===== src/rtl/core/b64sd_pkg.sv =====
package b64sd_pkg;

    // Position within the current quadruplet.
    typedef enum logic [2:0] {
        PH_FIRST  = 3'd0,
        PH_SECOND = 3'd1,
        PH_THIRD  = 3'd2,
        PH_FOURTH = 3'd3,
        PH_PAD    = 3'd4
    } phase_t;

    localparam logic [7:0] CHAR_PAD = 8'h3D;

    // Sextet lookup: bit 6 set means the character belongs to the alphabet.
    typedef struct packed {
        logic       valid;
        logic [5:0] value;
    } sextet_t;

    function automatic sextet_t sextet_of(input logic [7:0] ch);
        sextet_t s;
        s.valid = 1'b1;
        s.value = 6'd0;
        case (ch) inside
            [8'h41:8'h5A]: s.value = 6'(ch - 8'h41);
            [8'h61:8'h7A]: s.value = 6'(ch - 8'h61 + 8'd26);
            [8'h30:8'h39]: s.value = 6'(ch - 8'h30 + 8'd52);
            8'h2B:         s.value = 6'd62;
            8'h2F:         s.value = 6'd63;
            default:       s.valid = 1'b0;
        endcase
        return s;
    endfunction

    function automatic logic is_skippable(input logic [7:0] ch);
        logic skip;
        case (ch) inside
            8'h20, 8'h09, 8'h0A, 8'h0C, 8'h0D: skip = 1'b1;
            default:                           skip = 1'b0;
        endcase
        return skip;
    endfunction

endpackage


===== src/rtl/core/base64_stream_decoder.sv =====
// A word accepted is held in the input register; its decoded byte or error word,
// if it yields one, is then loaded into the result register, where out_valid
// rises with it and the word waits until out_ready takes it.
// Throughput: one character word per cycle; the only stall comes from out_ready.
// Reset (rst_n low, asynchronous): pipeline emptied, quadruplet phase back to the first
// position, error flag cleared. A last_in_message word clears phase and flag too.
module base64_stream_decoder (
    input  logic       clk,
    input  logic       rst_n,
    input  logic       in_valid,
    output logic       in_ready,
    input  logic [7:0] character,
    input  logic       last_in_message,
    output logic       out_valid,
    input  logic       out_ready,
    output logic [7:0] data_byte,
    output logic       is_error
);
    import b64sd_pkg::*;

    // Input register stage.
    logic       in_valid_reg;
    logic [7:0] character_reg;
    logic       last_reg;

    // Decoder state. Only the last sextet received matters for the next byte,
    // so six bits of history are enough.
    phase_t     phase_reg,   phase_next;
    logic [5:0] partial_reg, partial_next;
    logic       error_seen_reg, error_seen_next;

    // Result register stage.
    logic       out_valid_reg;
    logic [7:0] data_byte_reg;
    logic       is_error_reg;

    logic       advance;
    logic       stage_fire;
    logic       active;
    logic       is_pad;
    sextet_t    sx;
    logic       emit;
    logic       bad;
    logic [7:0] byte_val;

    // The result register can take a new word when it is empty or being
    // drained this cycle; the input register refills whenever it moves on.
    assign advance    = !out_valid_reg || out_ready;
    assign stage_fire = in_valid_reg && advance;
    assign in_ready   = !in_valid_reg || advance;

    assign sx     = sextet_of(character_reg);
    assign is_pad = (character_reg == CHAR_PAD);
    // Characters after an error, and whitespace, are simply dropped.
    assign active = !error_seen_reg && !is_skippable(character_reg);

    // Output decode: what this character produces.
    always_comb
    begin
        emit     = 1'b0;
        bad      = 1'b0;
        byte_val = 8'd0;
        if (active)
        begin
            case (phase_reg)
                PH_SECOND:
                begin
                    if (sx.valid)
                    begin
                        emit     = 1'b1;
                        byte_val = {partial_reg, sx.value[5:4]};
                    end
                    else
                    begin
                        bad = 1'b1;
                    end
                end
                PH_THIRD:
                begin
                    if (sx.valid)
                    begin
                        emit     = 1'b1;
                        byte_val = {partial_reg[3:0], sx.value[5:2]};
                    end
                    else if (!is_pad)
                    begin
                        bad = 1'b1;
                    end
                end
                PH_FOURTH:
                begin
                    if (sx.valid)
                    begin
                        emit     = 1'b1;
                        byte_val = {partial_reg[1:0], sx.value};
                    end
                    else if (!is_pad)
                    begin
                        bad = 1'b1;
                    end
                end
                PH_PAD:
                begin
                    bad = !is_pad;
                end
                default:
                begin
                    // First position, and any unused phase code treated alike.
                    bad = !sx.valid;
                end
            endcase
        end
    end

    // Next-state decode.
    always_comb
    begin
        phase_next      = phase_reg;
        partial_next    = partial_reg;
        error_seen_next = error_seen_reg || bad;
        if (active && !bad)
        begin
            case (phase_reg)
                PH_SECOND:
                begin
                    phase_next   = PH_THIRD;
                    partial_next = sx.value;
                end
                PH_THIRD:
                begin
                    phase_next   = is_pad ? PH_PAD : PH_FOURTH;
                    partial_next = is_pad ? 6'd0 : sx.value;
                end
                PH_FOURTH, PH_PAD:
                begin
                    phase_next   = PH_FIRST;
                    partial_next = 6'd0;
                end
                default:
                begin
                    phase_next   = PH_SECOND;
                    partial_next = sx.value;
                end
            endcase
        end
        // The end of a message returns everything to its reset value, even
        // partway through a quadruplet.
        if (last_reg)
        begin
            phase_next      = PH_FIRST;
            partial_next    = 6'd0;
            error_seen_next = 1'b0;
        end
    end

    always_ff @(posedge clk or negedge rst_n)
    begin
        if (!rst_n)
        begin
            in_valid_reg   <= 1'b0;
            out_valid_reg  <= 1'b0;
            phase_reg      <= PH_FIRST;
            partial_reg    <= 6'd0;
            error_seen_reg <= 1'b0;
        end
        else
        begin
            if (in_ready)
            begin
                in_valid_reg <= in_valid;
            end
            if (stage_fire)
            begin
                phase_reg      <= phase_next;
                partial_reg    <= partial_next;
                error_seen_reg <= error_seen_next;
            end
            if (advance)
            begin
                out_valid_reg <= stage_fire && (emit || bad);
            end
        end
    end

    // Payload registers carry no reset.
    always_ff @(posedge clk)
    begin
        if (in_ready && in_valid)
        begin
            character_reg <= character;
            last_reg      <= last_in_message;
        end
        if (stage_fire)
        begin
            data_byte_reg <= byte_val;
            is_error_reg  <= bad;
        end
    end

    assign out_valid = out_valid_reg;
    assign data_byte = data_byte_reg;
    assign is_error  = is_error_reg;

    // An error word always carries a zero byte.
    assert property (@(posedge clk) disable iff (!rst_n)
        out_valid && is_error |-> data_byte == 8'd0)
        else $error("error word with non-zero data byte");

    // Once an error is flagged, nothing more comes out of this message.
    assert property (@(posedge clk) disable iff (!rst_n)
        error_seen_reg |-> !emit && !bad)
        else $error("result produced after an error in the same message");

    // A bad character that does not end the message sets the error flag.
    assert property (@(posedge clk) disable iff (!rst_n)
        stage_fire && bad && !last_reg |=> error_seen_reg)
        else $error("error flag not set after bad character");

    // The end of a message always returns the phase to the first position and clears the error flag.
    assert property (@(posedge clk) disable iff (!rst_n)
        stage_fire && last_reg |=> phase_reg == PH_FIRST && !error_seen_reg)
        else $error("state not cleared at end of message");

endmodule

===== config.mk =====
export PLATFORM = sky130hd
export DESIGN_NAME = base64_stream_decoder
export DESIGN_NICKNAME = d
export VERILOG_FILES = /design/src/rtl/core/b64sd_pkg.sv /design/src/rtl/core/base64_stream_decoder.sv
export SDC_FILE = /design/constraint.sdc
export NUM_CORES = 1
export LEC_CHECK = 0
export BUFFER_PORTS_ARGS = -buffer_cell sky130_fd_sc_hd__buf_2
export CORE_ASPECT_RATIO = 2
export CORE_MARGIN = 2
export CORE_UTILIZATION = 58
export DETAILED_ROUTE_END_ITERATION = 6
export HOLD_SLACK_MARGIN = 0.08
export PLACE_DENSITY = 0.83
export SYNTH_ARGS = -nofsm -noshare
export SYNTH_HDL_FRONTEND = slang
export SYNTH_SLANG_ARGS = --single-unit

===== constraint.sdc =====
create_clock -name clk -period 3.4 [get_ports clk]
set_input_delay 0.17 -clock clk [delete_from_list [all_inputs] [get_ports clk]]
set_output_delay 0.17 -clock clk [all_outputs]
set_load 0.05 [all_outputs]

==> flow_metrics.py <==
metrics = {
    "run_status": {
        "outcome": "finished clean",
    },
    "timing": {
        "tightest_slew_ns": 0.683,
        "worst_clock_skew_ns": 0.00860,
        "drv_slew": 0,
        "rsz0062_at_grt": "false",
        "fin_crit_sh_pct": 92.5,
        "max_freq_ghz": 0.318,
        "relSlewSlack_pct": 54.5,
        "setup_ws_ns": 0.254,
        "setup_viol": 0,
        "post-route-min-period_ns": 3.15,
        "fin_setup_tns_ns": 0,
        "final-hold-violation-count": 0,
    },
    "routing": {
        "num_vias": 1831,
        "drt_iter0_drc": 82,
        "dr.pass1.iters": 5,
        "wl_per_cell_um": 18.4,
        "drt-total-wl_mm": 5.36,
        "drtAntennaViolNets": 0,
        "routed_via_density": 6.27,
        "drc": 0,
    },
    "clock_tree": {
        "cts_tree": "built",
        "cts_buffers": 5,
        "postCtsResizedCells": 0,
        "postCtsSetupBuffers": 0,
        "cts_buffer_depth": 2,
        "htree_levels": 2,
        "insertion_delay_ns": 0.29,
        "cts.clk_slew.worst_paths_ns": 0.07,
        "cts_hold_buf": 10,
        "cts.sinks": 30,
        "cts-root-buf": "clkbuf_8",
    },
    "finish": {
        "final_cells": 292,
        "drive_gt1_share_pct": 18.0,
        "diodes": 0,
        "most-common-layout-cells": "buf_2, edfxtp_1, nand2_1",
        "final_nets": 266,
        "ff_latch_area_um2": 841,
        "nFillCells": 272,
        "multi_input_area_mm2": 0.00113,
        "syn_to_final_growth_pct": 15.6,
        "layout.cells.most_common": "buf_2",
    },
    "run": {
        "max_cap_violations": 0,
    },
    "pwr": {
        "power.density_mw_per_mm2": 514,
        "finalPower_mw": 1.23,
        "ir_drop_uv": 419,
        "leakagePower_nw": 0.991,
    },
    "logic_synthesis": {
        "netlist_area_mm2": 0.00207,
        "synth_xor_area_share_pct": 0.422,
        "ys_ff_latch": 30,
        "syn_nets": 232,
        "synthSimpleGateAreaFrac_pct": 21.3,
        "synth_fa_ha_area_share_pct": 6.03,
        "yosysSeqAreaShare_pct": 40.5,
        "synthDistinctLibCells": 61,
        "synth_compound_area_share_pct": 23.8,
        "synth_cells": 209,
        "ys_warn_count": 0,
        "asyncSetResetFlopFracSynth_pct": 40.0,
        "synth_edf_count": 18,
        "synthMuxAreaShare_pct": 2.96,
        "synth_top_family_by_area": "compound AO/OA/AOI/OAI gates",
        "ys.flop_type": "edfxtp_1",
        "avgSynthCellArea_um2": 9.93,
    },
    "global_route": {
        "grt_overflow": 0,
        "grt_pass1_wl_mm": 8.56,
        "antenna_found_initial": 0,
        "grt_usage_pct": 29.7,
        "grt_pass1_vias": 1845,
        "grt_max_degree": 22,
    },
    "min_path": {
        "hold_class": "in -> reg",
        "hold_path_depth": 2,
        "holdPathEnd": "in_valid_reg",
        "hold_start": "in_valid",
    },
    "placed_design": {
        "dp_hpwl_mm": 4.06,
        "dp_cells": 274,
        "dp_slack_ns": 0.349,
        "gp_congestion": 0.966,
        "port_buffers": 23,
    },
    "floorplan": {
        "dieArea_mm2": 0.00410,
        "ioPinCount": 24,
        "start_util_pct": 60.7,
        "die_h_um": 88.6,
        "rows": 30,
        "core_area_mm2": 0.00342,
        "die_w_um": 46.3,
    },
    "critical_path": {
        "crit_fanout": 10,
        "r2r_slack_ns": 0.25,
        "start_kind": "register",
        "cpMaxStageDelayCell": "edfxtp_1",
        "worstPathArrival_ns": 3.24,
        "timing.rr.end": "data_byte[2]",
        "cp_slowest_stage_delay_ns": 0.53,
        "crit_buf_inv": 1,
        "critical_path.endpoint_type": "register",
        "r2r_start": "character_reg[2]",
        "crit_cells": 9,
        "r2r.worst_path.cells": 9,
        "worstSetupPathType": "reg -> reg",
        "crit_chain": "inv_1 -> ha_1 -> a21o_1 -> a311oi_1 -> nand2_2 -> nand3_4 -> or3b_1 -> a211o_1 -> o41ai_1",
        "crit_family": "compound AO/OA/AOI/OAI gates",
        "critPathRequiredTime_ns": 3.49,
    },
}
## synth_stat cells, types with 2 or more instances
cell       count  area (µm²)
dfrtp_1       12         300
nor2_1        13        48.8
and2_1         2        12.5
a211oi_1       2        15.0
o21bai_1       2        15.0
o31ai_1        3        22.5
nor3_1         5        25.0
nor4_1         4        25.0
nand4_1        3        18.8
nor3_2         2        20.0
a22o_1         6        52.6
or4_1          3        22.5
edfxtp_1      18         541
inv_1         13        48.8
nand3_1        9        45.0
or3_1          4        25.0
nor2b_1        5        31.3
nand2b_1       3        18.8
a211o_1        3        26.3
o2111ai_1      2        17.5
and3_1         4        25.0
a21o_1         3        22.5
o21ai_0        8        40.0
mux2i_1        5        50.1
a2111oi_2      3        45.0
clkbuf_1       2        7.51
buf_2          2        10.0
ha_1          10         125
a31oi_1        3        18.8
a41oi_1        2        17.5
nand3b_1       2        15.0
nand2_1       15        56.3
a21oi_2        2        17.5
buf_6          2        22.5
a21oi_1        6        30.0
## kinds of logic after synthesis
family          count (synthesis)
compound gates                 61
xor+xnor                        1
fa+ha+maj                      10
buf+inv                        22
flops                          30
mux                             6
simple gates                   79
## report_power, final
part	switching (mW)	internal, mW	total, mW
clock network	0.133	0.140	0.273
logic	0.312	0.131	0.444
registers	0.0611	0.455	0.516
## worst max-delay path by stage
stage,end,start,slack (ns)
5_1_grt,error_seen_reg,character_reg[2],0.06
3_3_place_gp,data_byte[2],character_reg[2],0.40
3_5_place_dp,data_byte[2],character_reg[2],0.35
2_1_floorplan,data_byte[2],character_reg[2],0.68
4_1_cts,data_byte[2],character_reg[2],0.30
6_report,data_byte[2],character_reg[2],0.25
## cell type report
class,instances,share of cell area [%]
Clock buffer,5,2.87
Clock inverter,3,0.678
Inverter,14,2.19
Multi-Input combinational cell,157,47.1
Sequential cell,30,35.1
Tap cell,48,2.50
Timing Repair Buffer,35,9.60
## per-stage QoR
step	cell area, µm²	hold WS (ns)	utilization [%]
final	2400	0.0860	70.2
after global routing	2400	0.101	70.2
after CTS	2400	0.0868	70.2
after detailed placement	2210	0.0511	64.8
after global placement	2210	0.0493	64.8
after floorplan	2070	-0.126	-
## layer usage
metal	vias up	routed length [µm]	share of wire, %	track usage [%]
met3	26	181	3.4	6.73
li1	875	-	-	-
met5	-	0	0	0
met4	0	289	5.4	20.0
met2	57	3000	56	52.0
met1	873	1890	35	28.9
Power figures use the tool's default switching activity.
